**config.mk**
```make
export PLATFORM = sky130hd
export DESIGN_NAME = length_prefix_deframer_core
export DESIGN_NICKNAME = d
export VERILOG_FILES = /design/src/design/ldf_pkg.sv /design/src/design/length_prefix_deframer_core.sv /design/src/design/ldf_parse.sv /design/src/design/ldf_out_reg.sv
export SDC_FILE = /design/constraint.sdc
export NUM_CORES = 1
export LEC_CHECK = 0
export ABC_AREA = 1
export ABC_CLOCK_PERIOD_IN_PS = 5200
export BUFFER_PORTS_ARGS = -buffer_cell sky130_fd_sc_hd__buf_2
export CAP_MARGIN = 20
export CORE_UTILIZATION = 45
export CTS_CLUSTER_SIZE = 25
export DETAILED_ROUTE_END_ITERATION = 16
export SYNTH_ARGS = -nofsm -noshare
export SYNTH_HDL_FRONTEND = slang
export SYNTH_SLANG_ARGS = --single-unit
```
**constraint.sdc**
```tcl
create_clock -name clk_i -period 5.2 [get_ports clk_i]
set_input_delay 1.04 -clock clk_i [delete_from_list [all_inputs] [get_ports clk_i]]
set_output_delay 1.04 -clock clk_i [all_outputs]
set_load 0.01 [all_outputs]
```
**src/design/ldf_pkg.sv**
```systemverilog
package ldf_pkg;

  localparam int unsigned ByteW = 8;
  localparam int unsigned LenW  = 32;
  localparam int unsigned KindW = 3;
  localparam int unsigned HdrW  = 2;

  localparam logic [LenW-1:0] MaxLenReset = 32'd1048576;
  localparam logic [HdrW-1:0] HdrLast     = 2'd3;

  typedef enum logic [KindW-1:0] {
    KIND_HEADER   = 3'd0,
    KIND_PAYLOAD  = 3'd1,
    KIND_ZERO     = 3'd2,
    KIND_OVERSIZE = 3'd3,
    KIND_DROPPED  = 3'd4
  } ldf_kind_e;

  typedef struct packed {
    ldf_kind_e        kind;
    logic [ByteW-1:0] payload_byte;
    logic             block_end;
    logic [LenW-1:0]  block_length;
  } ldf_result_t;

endpackage

```
**src/design/length_prefix_deframer_core.sv**
```systemverilog
// an accepted word is held in the input register, then parsed into the result register
// throughput: one word per cycle while the sink does not stall; the result register frees and refills in the same cycle
// the input stalls only while the result register holds a word that the sink stalls
// reset (rst_ni low, asynchronous): parser waits for a header, halt flag clear,
// max_block_length back to 1048576, both word registers empty
module length_prefix_deframer_core (
  input  logic                       clk_i,
  input  logic                       rst_ni,
  // config write channel
  input  logic                       cfg_valid_i,
  output logic                       cfg_ready_o,
  input  logic [ldf_pkg::LenW-1:0]   cfg_data_i,
  // input words
  input  logic                       in_valid_i,
  output logic                       in_stall_o,
  input  logic [ldf_pkg::ByteW-1:0]  rx_byte_i,
  // result words
  output logic                       out_valid_o,
  input  logic                       out_stall_i,
  output logic [ldf_pkg::KindW-1:0]  kind_o,
  output logic [ldf_pkg::ByteW-1:0]  payload_byte_o,
  output logic                       block_end_o,
  output logic [ldf_pkg::LenW-1:0]   block_length_o
);
  import ldf_pkg::*;

  // max length register, always writable
  logic [LenW-1:0] max_len_q;

  // input register
  logic             in_valid_q, in_valid_d;
  logic [ByteW-1:0] in_byte_q;

  logic        in_take;
  logic        step;
  logic        can_load;
  ldf_result_t result;
  ldf_result_t result_q;

  assign cfg_ready_o = 1'b1;

  always_ff @(posedge clk_i or negedge rst_ni) begin
    if (!rst_ni) begin
      max_len_q <= MaxLenReset;
    end else if (cfg_valid_i && cfg_ready_o) begin
      max_len_q <= cfg_data_i;
    end
  end

  // input word waits here only while the result register cannot take a new word
  assign in_stall_o = in_valid_q && !can_load;
  assign in_take    = in_valid_i && !in_stall_o;
  // the held word is parsed and moved to the result register in one step
  assign step       = in_valid_q && can_load;

  always_comb begin
    in_valid_d = in_valid_q;
    if (in_take) begin
      in_valid_d = 1'b1;
    end else if (step) begin
      in_valid_d = 1'b0;
    end
  end

  always_ff @(posedge clk_i or negedge rst_ni) begin
    if (!rst_ni) begin
      in_valid_q <= 1'b0;
    end else begin
      in_valid_q <= in_valid_d;
    end
  end

  always_ff @(posedge clk_i) begin
    if (in_take) begin
      in_byte_q <= rx_byte_i;
    end
  end

  // parser state and per-word decode
  ldf_parse u_parse (
    .clk_i     (clk_i),
    .rst_ni    (rst_ni),
    .step_i    (step),
    .byte_i    (in_byte_q),
    .max_len_i (max_len_q),
    .result_o  (result)
  );

  // result register toward the sink
  ldf_out_reg u_out (
    .clk_i       (clk_i),
    .rst_ni      (rst_ni),
    .load_i      (step),
    .result_i    (result),
    .out_stall_i (out_stall_i),
    .can_load_o  (can_load),
    .out_valid_o (out_valid_o),
    .result_o    (result_q)
  );

  assign kind_o         = result_q.kind;
  assign payload_byte_o = result_q.payload_byte;
  assign block_end_o    = result_q.block_end;
  assign block_length_o = result_q.block_length;

`ifndef NO_ASSERTIONS
  a_step_fills_out: assert property (@(posedge clk_i) disable iff (!rst_ni)
    step |=> out_valid_o) else $error("parsed word did not reach result register");
  a_end_on_payload: assert property (@(posedge clk_i) disable iff (!rst_ni)
    out_valid_o && block_end_o |-> kind_o == KIND_PAYLOAD)
    else $error("block end on non-payload word");
  a_held_word_kept: assert property (@(posedge clk_i) disable iff (!rst_ni)
    in_valid_q && !can_load |=> in_valid_q) else $error("stalled input word lost");
`endif

endmodule

```
**src/design/ldf_parse.sv**
```systemverilog
module ldf_parse (
  input  logic                       clk_i,
  input  logic                       rst_ni,
  input  logic                       step_i,
  input  logic [ldf_pkg::ByteW-1:0]  byte_i,
  input  logic [ldf_pkg::LenW-1:0]   max_len_i,
  output ldf_pkg::ldf_result_t       result_o
);
  import ldf_pkg::*;

  logic [HdrW-1:0] hdr_cnt_q, hdr_cnt_d;
  logic [LenW-1:0] len_q, len_d;
  logic            in_payload_q, in_payload_d;
  logic [LenW-1:0] pay_cnt_q, pay_cnt_d;
  logic            halted_q, halted_d;

  logic [LenW-1:0] len_asm;
  logic [LenW-1:0] pay_cnt_inc;

  // header bytes shift in msb first
  assign len_asm     = (hdr_cnt_q == '0) ? {{(LenW-ByteW){1'b0}}, byte_i}
                                         : {len_q[LenW-ByteW-1:0], byte_i};
  assign pay_cnt_inc = pay_cnt_q + {{(LenW-1){1'b0}}, 1'b1};

  always_comb begin
    hdr_cnt_d    = hdr_cnt_q;
    len_d        = len_q;
    in_payload_d = in_payload_q;
    pay_cnt_d    = pay_cnt_q;
    halted_d     = halted_q;
    result_o.kind         = KIND_DROPPED;
    result_o.payload_byte = '0;
    result_o.block_end    = 1'b0;
    result_o.block_length = '0;
    if (halted_q) begin
      result_o.block_length = len_q;
    end else if (!in_payload_q) begin
      len_d         = len_asm;
      result_o.kind = KIND_HEADER;
      if (hdr_cnt_q == HdrLast) begin
        hdr_cnt_d             = '0;
        result_o.block_length = len_asm;
        if (len_asm == '0) begin
          result_o.kind = KIND_ZERO;
        end else if (len_asm > max_len_i) begin
          result_o.kind = KIND_OVERSIZE;
          halted_d      = 1'b1;
        end else begin
          in_payload_d = 1'b1;
          pay_cnt_d    = '0;
        end
      end else begin
        hdr_cnt_d = hdr_cnt_q + {{(HdrW-1){1'b0}}, 1'b1};
      end
    end else begin
      result_o.kind         = KIND_PAYLOAD;
      result_o.payload_byte = byte_i;
      result_o.block_length = len_q;
      pay_cnt_d             = pay_cnt_inc;
      if (pay_cnt_inc >= len_q) begin
        result_o.block_end = 1'b1;
        in_payload_d       = 1'b0;
        pay_cnt_d          = '0;
      end
    end
  end

  always_ff @(posedge clk_i or negedge rst_ni) begin
    if (!rst_ni) begin
      hdr_cnt_q    <= '0;
      len_q        <= '0;
      in_payload_q <= 1'b0;
      pay_cnt_q    <= '0;
      halted_q     <= 1'b0;
    end else if (step_i) begin
      hdr_cnt_q    <= hdr_cnt_d;
      len_q        <= len_d;
      in_payload_q <= in_payload_d;
      pay_cnt_q    <= pay_cnt_d;
      halted_q     <= halted_d;
    end
  end

`ifndef NO_ASSERTIONS
  a_halt_sticky: assert property (@(posedge clk_i) disable iff (!rst_ni)
    halted_q |=> halted_q) else $error("halt flag cleared without reset");
  a_hdr_not_payload: assert property (@(posedge clk_i) disable iff (!rst_ni)
    in_payload_q |-> hdr_cnt_q == '0) else $error("header count nonzero in payload");
  a_pay_below_len: assert property (@(posedge clk_i) disable iff (!rst_ni)
    in_payload_q |-> pay_cnt_q < len_q) else $error("payload count reached length");
`endif

endmodule

```
**src/design/ldf_out_reg.sv**
```systemverilog
module ldf_out_reg (
  input  logic                  clk_i,
  input  logic                  rst_ni,
  input  logic                  load_i,
  input  ldf_pkg::ldf_result_t  result_i,
  input  logic                  out_stall_i,
  output logic                  can_load_o,
  output logic                  out_valid_o,
  output ldf_pkg::ldf_result_t  result_o
);
  import ldf_pkg::*;

  logic        valid_q, valid_d;
  ldf_result_t data_q;

  assign can_load_o = !valid_q || !out_stall_i;

  always_comb begin
    valid_d = valid_q;
    if (load_i) begin
      valid_d = 1'b1;
    end else if (valid_q && !out_stall_i) begin
      valid_d = 1'b0;
    end
  end

  always_ff @(posedge clk_i or negedge rst_ni) begin
    if (!rst_ni) begin
      valid_q <= 1'b0;
    end else begin
      valid_q <= valid_d;
    end
  end

  always_ff @(posedge clk_i) begin
    if (load_i) begin
      data_q <= result_i;
    end
  end

  assign out_valid_o = valid_q;
  assign result_o    = data_q;

endmodule

```
==> results of run 1 <==
registers in the layout (all words and copies together) (netlist names), 2 cells and up:
| register | count |
|---|---|
| u_parse.hdr_cnt_q | 2 |
| u_parse.pay_cnt_q | 32 |
| in_byte_q | 8 |
| u_parse.len_q | 32 |
| u_out.result_o | 44 |
| max_len_q | 32 |
layout make-up:
cell class	count	area, µm²	share of cell area, %
multi-input combinational	724	3830	38.1
sequential	154	4120	40.9
inverter	183	687	6.83
clock buffer	19	433	4.31
tap	260	325	3.24
clock inverter	13	169	1.68
timing repair buffer	95	490	4.88
report_power, final:
group	leakage, nW	switching, mW	total [mW]	internal, mW
logic	3.17	0.215	0.321	0.106
clock network	0.286	0.523	1.28	0.761
registers	1.57	0.0329	1.35	1.32
logic make-up (layout without fill, tap and decap cells):
family,Yosys count,in the layout,share of synthesized area (%)
adders and majority gates,67,67,9.53
AOI/OAI and AO/OA,140,140,8.49
DFF,154,154,46.8
muxes,1,1,0.128
buffers and inverters,217,310,9.80
xor gates and xnor gates,15,15,1.49
other,1,1,0.0426
and+or+nand+nor,500,500,23.7
placed cells by master (no fill, tap or decap), types with 3 or more instances in the layout:
master and instances:
nor3_1 18, nand2_1 292, inv_1 180, nand4_1 10, nor2_1 92, a21o_1 4, buf_2 89, nor3b_1 3
nor4_1 5, nor2_2 7, nand2_2 4, dfrtp_1 101, nand3_1 61, xor2_1 13, ha_1 67, clkbuf_16 17
clkinvlp_4 3, o22ai_1 23, o21ai_0 82, buf_4 6, edfxtp_1 52, bufinv_16 3, a21oi_1 28
layer usage:
layer  vias to the layer above  part of all wire (%)
met3                        23                   4.0
met2                       172                    47
met1                      3306                    47
met4                         0                   1.7
met5                         -                     0
li1                       3663                     -
worst paths after layout:
| check | startpoint | endpoint | depth (start not counted) |
|---|---|---|---|
| worst min register to register | in_valid_q | u_out.out_valid_o | 2 |
| worst min-delay path | in_valid_q | u_out.out_valid_o | 2 |
| worst max-delay path | u_parse.hdr_cnt_q[0] | u_parse.pay_cnt_q[7] | 17 |
| max in group asynchronous | rst_ni | u_parse.pay_cnt_q[30] | 2 |
| worst max register to register | u_parse.hdr_cnt_q[0] | u_parse.pay_cnt_q[7] | 17 |
| min in group asynchronous | rst_ni | max_len_q[5] | 1 |
worst max-delay path, delay by kind of cell, from the launching register on:
family / cells / cell delay (ps)
adder cells (fa/ha/maj): 2 / 720
buffers and inverters: 3 / 450
AND/OR/NAND/NOR: 12 / 2350
flip-flops: 1 / 390
metrics by stage:
step                      area [µm²]  hold WS [ps]  setup WS [ps]
after detailed placement        9450           465           1250
after floorplan                 8800           442           2210
after global routing           10100           490            842
after CTS                      10100           481           1210
after global placement          9450           460           1270
final                          10100           478           1160
==> results.sh, run 1 <==
export IMPL_syn_num_nets=1207
export IMPL_path_cells="inv_1 -> ha_1 -> inv_2 -> nand2_1 -> inv_1 -> ha_1 -> nand2_1 -> nor2_1 -> nand4_1 -> nor3b_1 -> nand3_1 -> nand2_1 -> nand2_2 -> nand2_4 -> nand2_4 -> nand2_1 -> nand2_1"
export IMPL_slowest_stage="ha_1"
export IMPL_fin_nets=1287
export IMPL_die_h_um=142
export IMPL_ys_ff_latch=154
export IMPL_status="finished, final reports clean"
export IMPL_gr_total_overflow=0
export IMPL_power_mw=2.96
export IMPL_finalClockSkew_ps=11.5
export IMPL_place_hpwl_um=15700
export IMPL_yosysMostFrequentCell="nand2_1"
export IMPL_dp_cells=1416
export IMPL_antenna_left=0
export IMPL_use_met3_pct=3.34
export IMPL_clk_latency_ps=420
export IMPL_synthTopCellsByArea="dfrtp_1 29%, edfxtp_1 18%, nand2_1 12%"
export IMPL_stdcell_count=1448
export IMPL_wl_um=21700
export IMPL_endpoint_kind="flip-flop"
export IMPL_synth_common_cells="292 x nand2_1, 181 x inv_1, 101 x dfrtp_1, 95 x nor2_1, 82 x o21ai_0"
export IMPL_cts_hold_buffers=0
export IMPL_port_buffers=90
export IMPL_cellPowerDensity_nw_per_um2=294
export IMPL_max_slew_margin_pct=32.1
export IMPL_vias_per_cell=4.95
export IMPL_final_setup_viol_count=0
export IMPL_grt_pass1_wl_um=35900
export IMPL_cp_arrival_ps=4350
export IMPL_num_antenna_cells=0
export IMPL_ctsResizeCount=0
export IMPL_yosysTopAreaCell="dfrtp_1"
export IMPL_synthFlopType="dfrtp_1"
export IMPL_max_cap_violations=0
export IMPL_clk_transition_reported_paths_ps=70
export IMPL_drt_first_pass_iters=5
export IMPL_use_met1_pct=32.2
export IMPL_fin_crit_ps=4040
export IMPL_async_reset_ff_share_pct=66.2
export IMPL_chipWidth_um=142
export IMPL_synth_edff_count=52
export IMPL_vias=7164
export IMPL_htree_levels=4
export IMPL_cts_root_buf="clkbuf_16"
export IMPL_fin_crit_sh_pct=77.7
export IMPL_hold_viol_final=0
export IMPL_report_final_slew_viol_count=0
export IMPL_drc=0
export IMPL_drive_gt1_share_pct=12.3
export IMPL_fillers=1874
export IMPL_setup_tns_ps=0
export IMPL_p_leak_nw=5.03
export IMPL_gp_congestion=0.847
export IMPL_required_ps=5510
export IMPL_final_util_pct=53.0
export IMPL_track_usage_pct=23.3
export IMPL_cp_start_kind="flip-flop"
export IMPL_ios=92
export IMPL_clockBufferDepth=2
export IMPL_syn_inst=1095
export IMPL_die_area_um2=20100
export IMPL_slowest_delay_ps=440
export IMPL_critPathMostFrequentCell="nand2_1"
export IMPL_cts_sinks=154
export IMPL_core_area_um2=19000
export IMPL_wire_per_inst_um=15.0
export IMPL_worstPathMaxFanout=33
export IMPL_met2_usage_pct=37.5
export IMPL_ys_types=36
export IMPL_worstMarginPinSlew_ps=1020
export IMPL_rsz0062_at_grt="no"
export IMPL_synth_avg_cell_area_um2=8.04
export IMPL_rows=50
export IMPL_ys_seq_area_share_pct=46.8
export IMPL_max_freq_mhz=248
export IMPL_synth_top_area_share_pct=28.7
export IMPL_antenna_found_initial=0
export IMPL_start_util_pct=46.4
export IMPL_rrSetupSlack_ps=1160
export IMPL_synth_area_um2=8800
export IMPL_area_growth_syn_to_layout_pct=14.3
export IMPL_top_usage_layer="met2"
export IMPL_numCtsBuffers=17
export IMPL_ir_drop_uv=226
export IMPL_drt_iter0_markers=579
export IMPL_cts_tree="yes"
export IMPL_post_cts_setup_buffers=0
export IMPL_grt_pass1_vias=6905
export IMPL_grt_max_degree=69
export IMPL_hold_path_class="flip-flop to flip-flop"
export IMPL_yosysWarnings=0
export IMPL_criticalPathCategory="flip-flop to flip-flop"
Power figures use the tool's default switching activity.
==> run 2: changes to the inputs <==
--- a/config.mk
+++ b/config.mk
@@ -6,7 +6,7 @@
 export NUM_CORES = 1
 export LEC_CHECK = 0
 export ABC_AREA = 1
-export ABC_CLOCK_PERIOD_IN_PS = 5200
+export ABC_CLOCK_PERIOD_IN_PS = 4100
 export BUFFER_PORTS_ARGS = -buffer_cell sky130_fd_sc_hd__buf_2
 export CAP_MARGIN = 20
 export CORE_UTILIZATION = 45
==> constraint.sdc (replaced) <==
create_clock -name clk_i -period 4.1 [get_ports clk_i]
set_input_delay 0.82 -clock clk_i [delete_from_list [all_inputs] [get_ports clk_i]]
set_output_delay 0.82 -clock clk_i [all_outputs]
set_load 0.01 [all_outputs]
==> run 2 against run 1 <==
  * Cell count is 0.21% higher
  * Cell area is 0.26% higher
  * Worst hold slack better by 5.6 ps
  * Clock-buffer cell count stayed put
  * Total power is 25% higher
  * Critical endpoint is now u_parse.pay_cnt_q[15]
  * Largest power group unchanged
==> results.sh, run 2 (same netlist as run 1, synthesis figures left out) <==
export IMPL_port_buffers=90
export IMPL_worstPathMaxFanout=32
export IMPL_chipWidth_um=142
export IMPL_cts_tree="yes"
export IMPL_antenna_left=0
export IMPL_critPathMostFrequentCell="nand2_1"
export IMPL_vias_per_cell=5.02
export IMPL_max_slew_margin_pct=31.2
export IMPL_gp_congestion=0.868
export IMPL_final_setup_viol_count=0
export IMPL_ir_drop_uv=295
export IMPL_max_freq_mhz=278
export IMPL_wl_um=21900
export IMPL_drt_iter0_markers=535
export IMPL_holdWs_ps=483
export IMPL_path_cells="inv_1 -> ha_1 -> inv_2 -> nand2_1 -> inv_1 -> ha_1 -> nand2_1 -> nor2_1 -> nand4_1 -> nor3b_2 -> nand3_1 -> nand2_1 -> nand2_2 -> nand2_4 -> nand2_4 -> nand2_1 -> nand2_1"
export IMPL_rows=50
export IMPL_numCtsBuffers=17
export IMPL_cp_arrival_ps=3920
export IMPL_largest_reg_flops=44
export IMPL_fin_crit_sh_pct=87.9
export IMPL_num_antenna_cells=0
export IMPL_slowest_delay_ps=440
export IMPL_grt_max_degree=65
export IMPL_htree_levels=4
export IMPL_worstMarginPinSlew_ps=1030
export IMPL_area_growth_syn_to_layout_pct=14.6
export IMPL_p_leak_nw=5.04
export IMPL_die_h_um=142
export IMPL_cts_root_buf="clkbuf_16"
export IMPL_drive_gt1_share_pct=12.5
export IMPL_post_cts_setup_buffers=0
export IMPL_layout_common_cells="292 x nand2_1, 180 x inv_1, 101 x dfrtp_1, 92 x nor2_1, 89 x buf_2"
export IMPL_drc=0
export IMPL_crit_start="u_parse.hdr_cnt_q[0]"
export IMPL_required_ps=4420
export IMPL_hold_path_class="input port to async pin"
export IMPL_power_mw=3.69
export IMPL_clk_latency_ps=440
export IMPL_fin_nets=1290
export IMPL_cellPowerDensity_nw_per_um2=366
export IMPL_wire_per_inst_um=15.1
export IMPL_ios=92
export IMPL_start_util_pct=46.4
export IMPL_grt_pass1_wl_um=35800
export IMPL_finalClockSkew_ps=9.32
export IMPL_cts_hold_buffers=0
export IMPL_report_final_slew_viol_count=0
export IMPL_status="finished, final reports clean"
export IMPL_fin_crit_ps=3600
export IMPL_final_common_cell="nand2_1"
export IMPL_cp_start_kind="flip-flop"
export IMPL_reg2reg_from="u_parse.hdr_cnt_q[0]"
export IMPL_antenna_found_initial=0
export IMPL_gr_total_overflow=0
export IMPL_cts_sinks=154
export IMPL_max_cap_violations=0
export IMPL_endpoint_kind="flip-flop"
export IMPL_core_area_um2=19000
export IMPL_rsz0062_at_grt="no"
export IMPL_ctsResizeCount=0
export IMPL_grt_pass1_vias=6987
export IMPL_drt_first_pass_iters=7
export IMPL_hold_viol_final=0
export IMPL_criticalPathCategory="flip-flop to flip-flop"
export IMPL_clockBufferDepth=2
export IMPL_track_usage_pct=23.3
export IMPL_clk_transition_reported_paths_ps=60
export IMPL_place_hpwl_um=15900
export IMPL_vias=7290
export IMPL_slowest_stage="ha_1"
export IMPL_die_area_um2=20100
export IMPL_setup_tns_ps=0
run 2: final cells by class:
cell class	count	area, µm²
clock buffers	19	433
fillers	1864	8880
inverters	183	687
multi-input cells	724	3840
clock inverters	13	143
repair buffers	98	538
well taps	260	325
flip-flops and latches	154	4120
run 2: path summary, 6_finish.rpt:
kind / to / cells past startpoint / slack [ps]
max in group asynchronous: u_parse.pay_cnt_q[23] / 2 / 2840
min in group clk_i: u_out.out_valid_o / 2 / 480
worst max-delay path: u_parse.pay_cnt_q[15] / 17 / 500
worst max register to register: u_parse.pay_cnt_q[15] / 17 / 500
worst min-delay path: max_len_q[5] / 1 / 480
worst min register to register: u_out.out_valid_o / 2 / 480
run 2: per-stage QoR:
stage,setup WS [ps],cell area [µm²],utilization (%),cells
floorplan,1110,8800,-,1095
global placement,423,9500,50.1,1419
detailed placement,372,9500,50.1,1419
CTS,334,10100,53.1,1451
global route,184,10100,53.2,1451
finish,498,10100,53.2,1451
run 2: worst max-delay path, delay by kind of cell, from the launching register on:
kind / cells / cell delay (ps)
adder cells (fa/ha/maj): 2 / 710
buffers and inverters: 3 / 450
flip-flops: 1 / 390
AND/OR/NAND/NOR: 12 / 1910
run 2: report_power, final:
part	leakage [nW]	switching, mW	internal (mW)
Sequential	1.57	0.0393	1.67
Clock	0.268	0.676	0.901
Combinational	3.20	0.268	0.135
Total	5.04	0.982	2.71
run 2: metal layers:
metal  vias to the layer above  GRT usage [%]  wire, µm
li1                       3665              -         -
met1                      3421           32.3     10500
met2                       177           37.8     10200
met3                        27           3.58       916
met4                         0           6.73       284
met5                         -              0         0
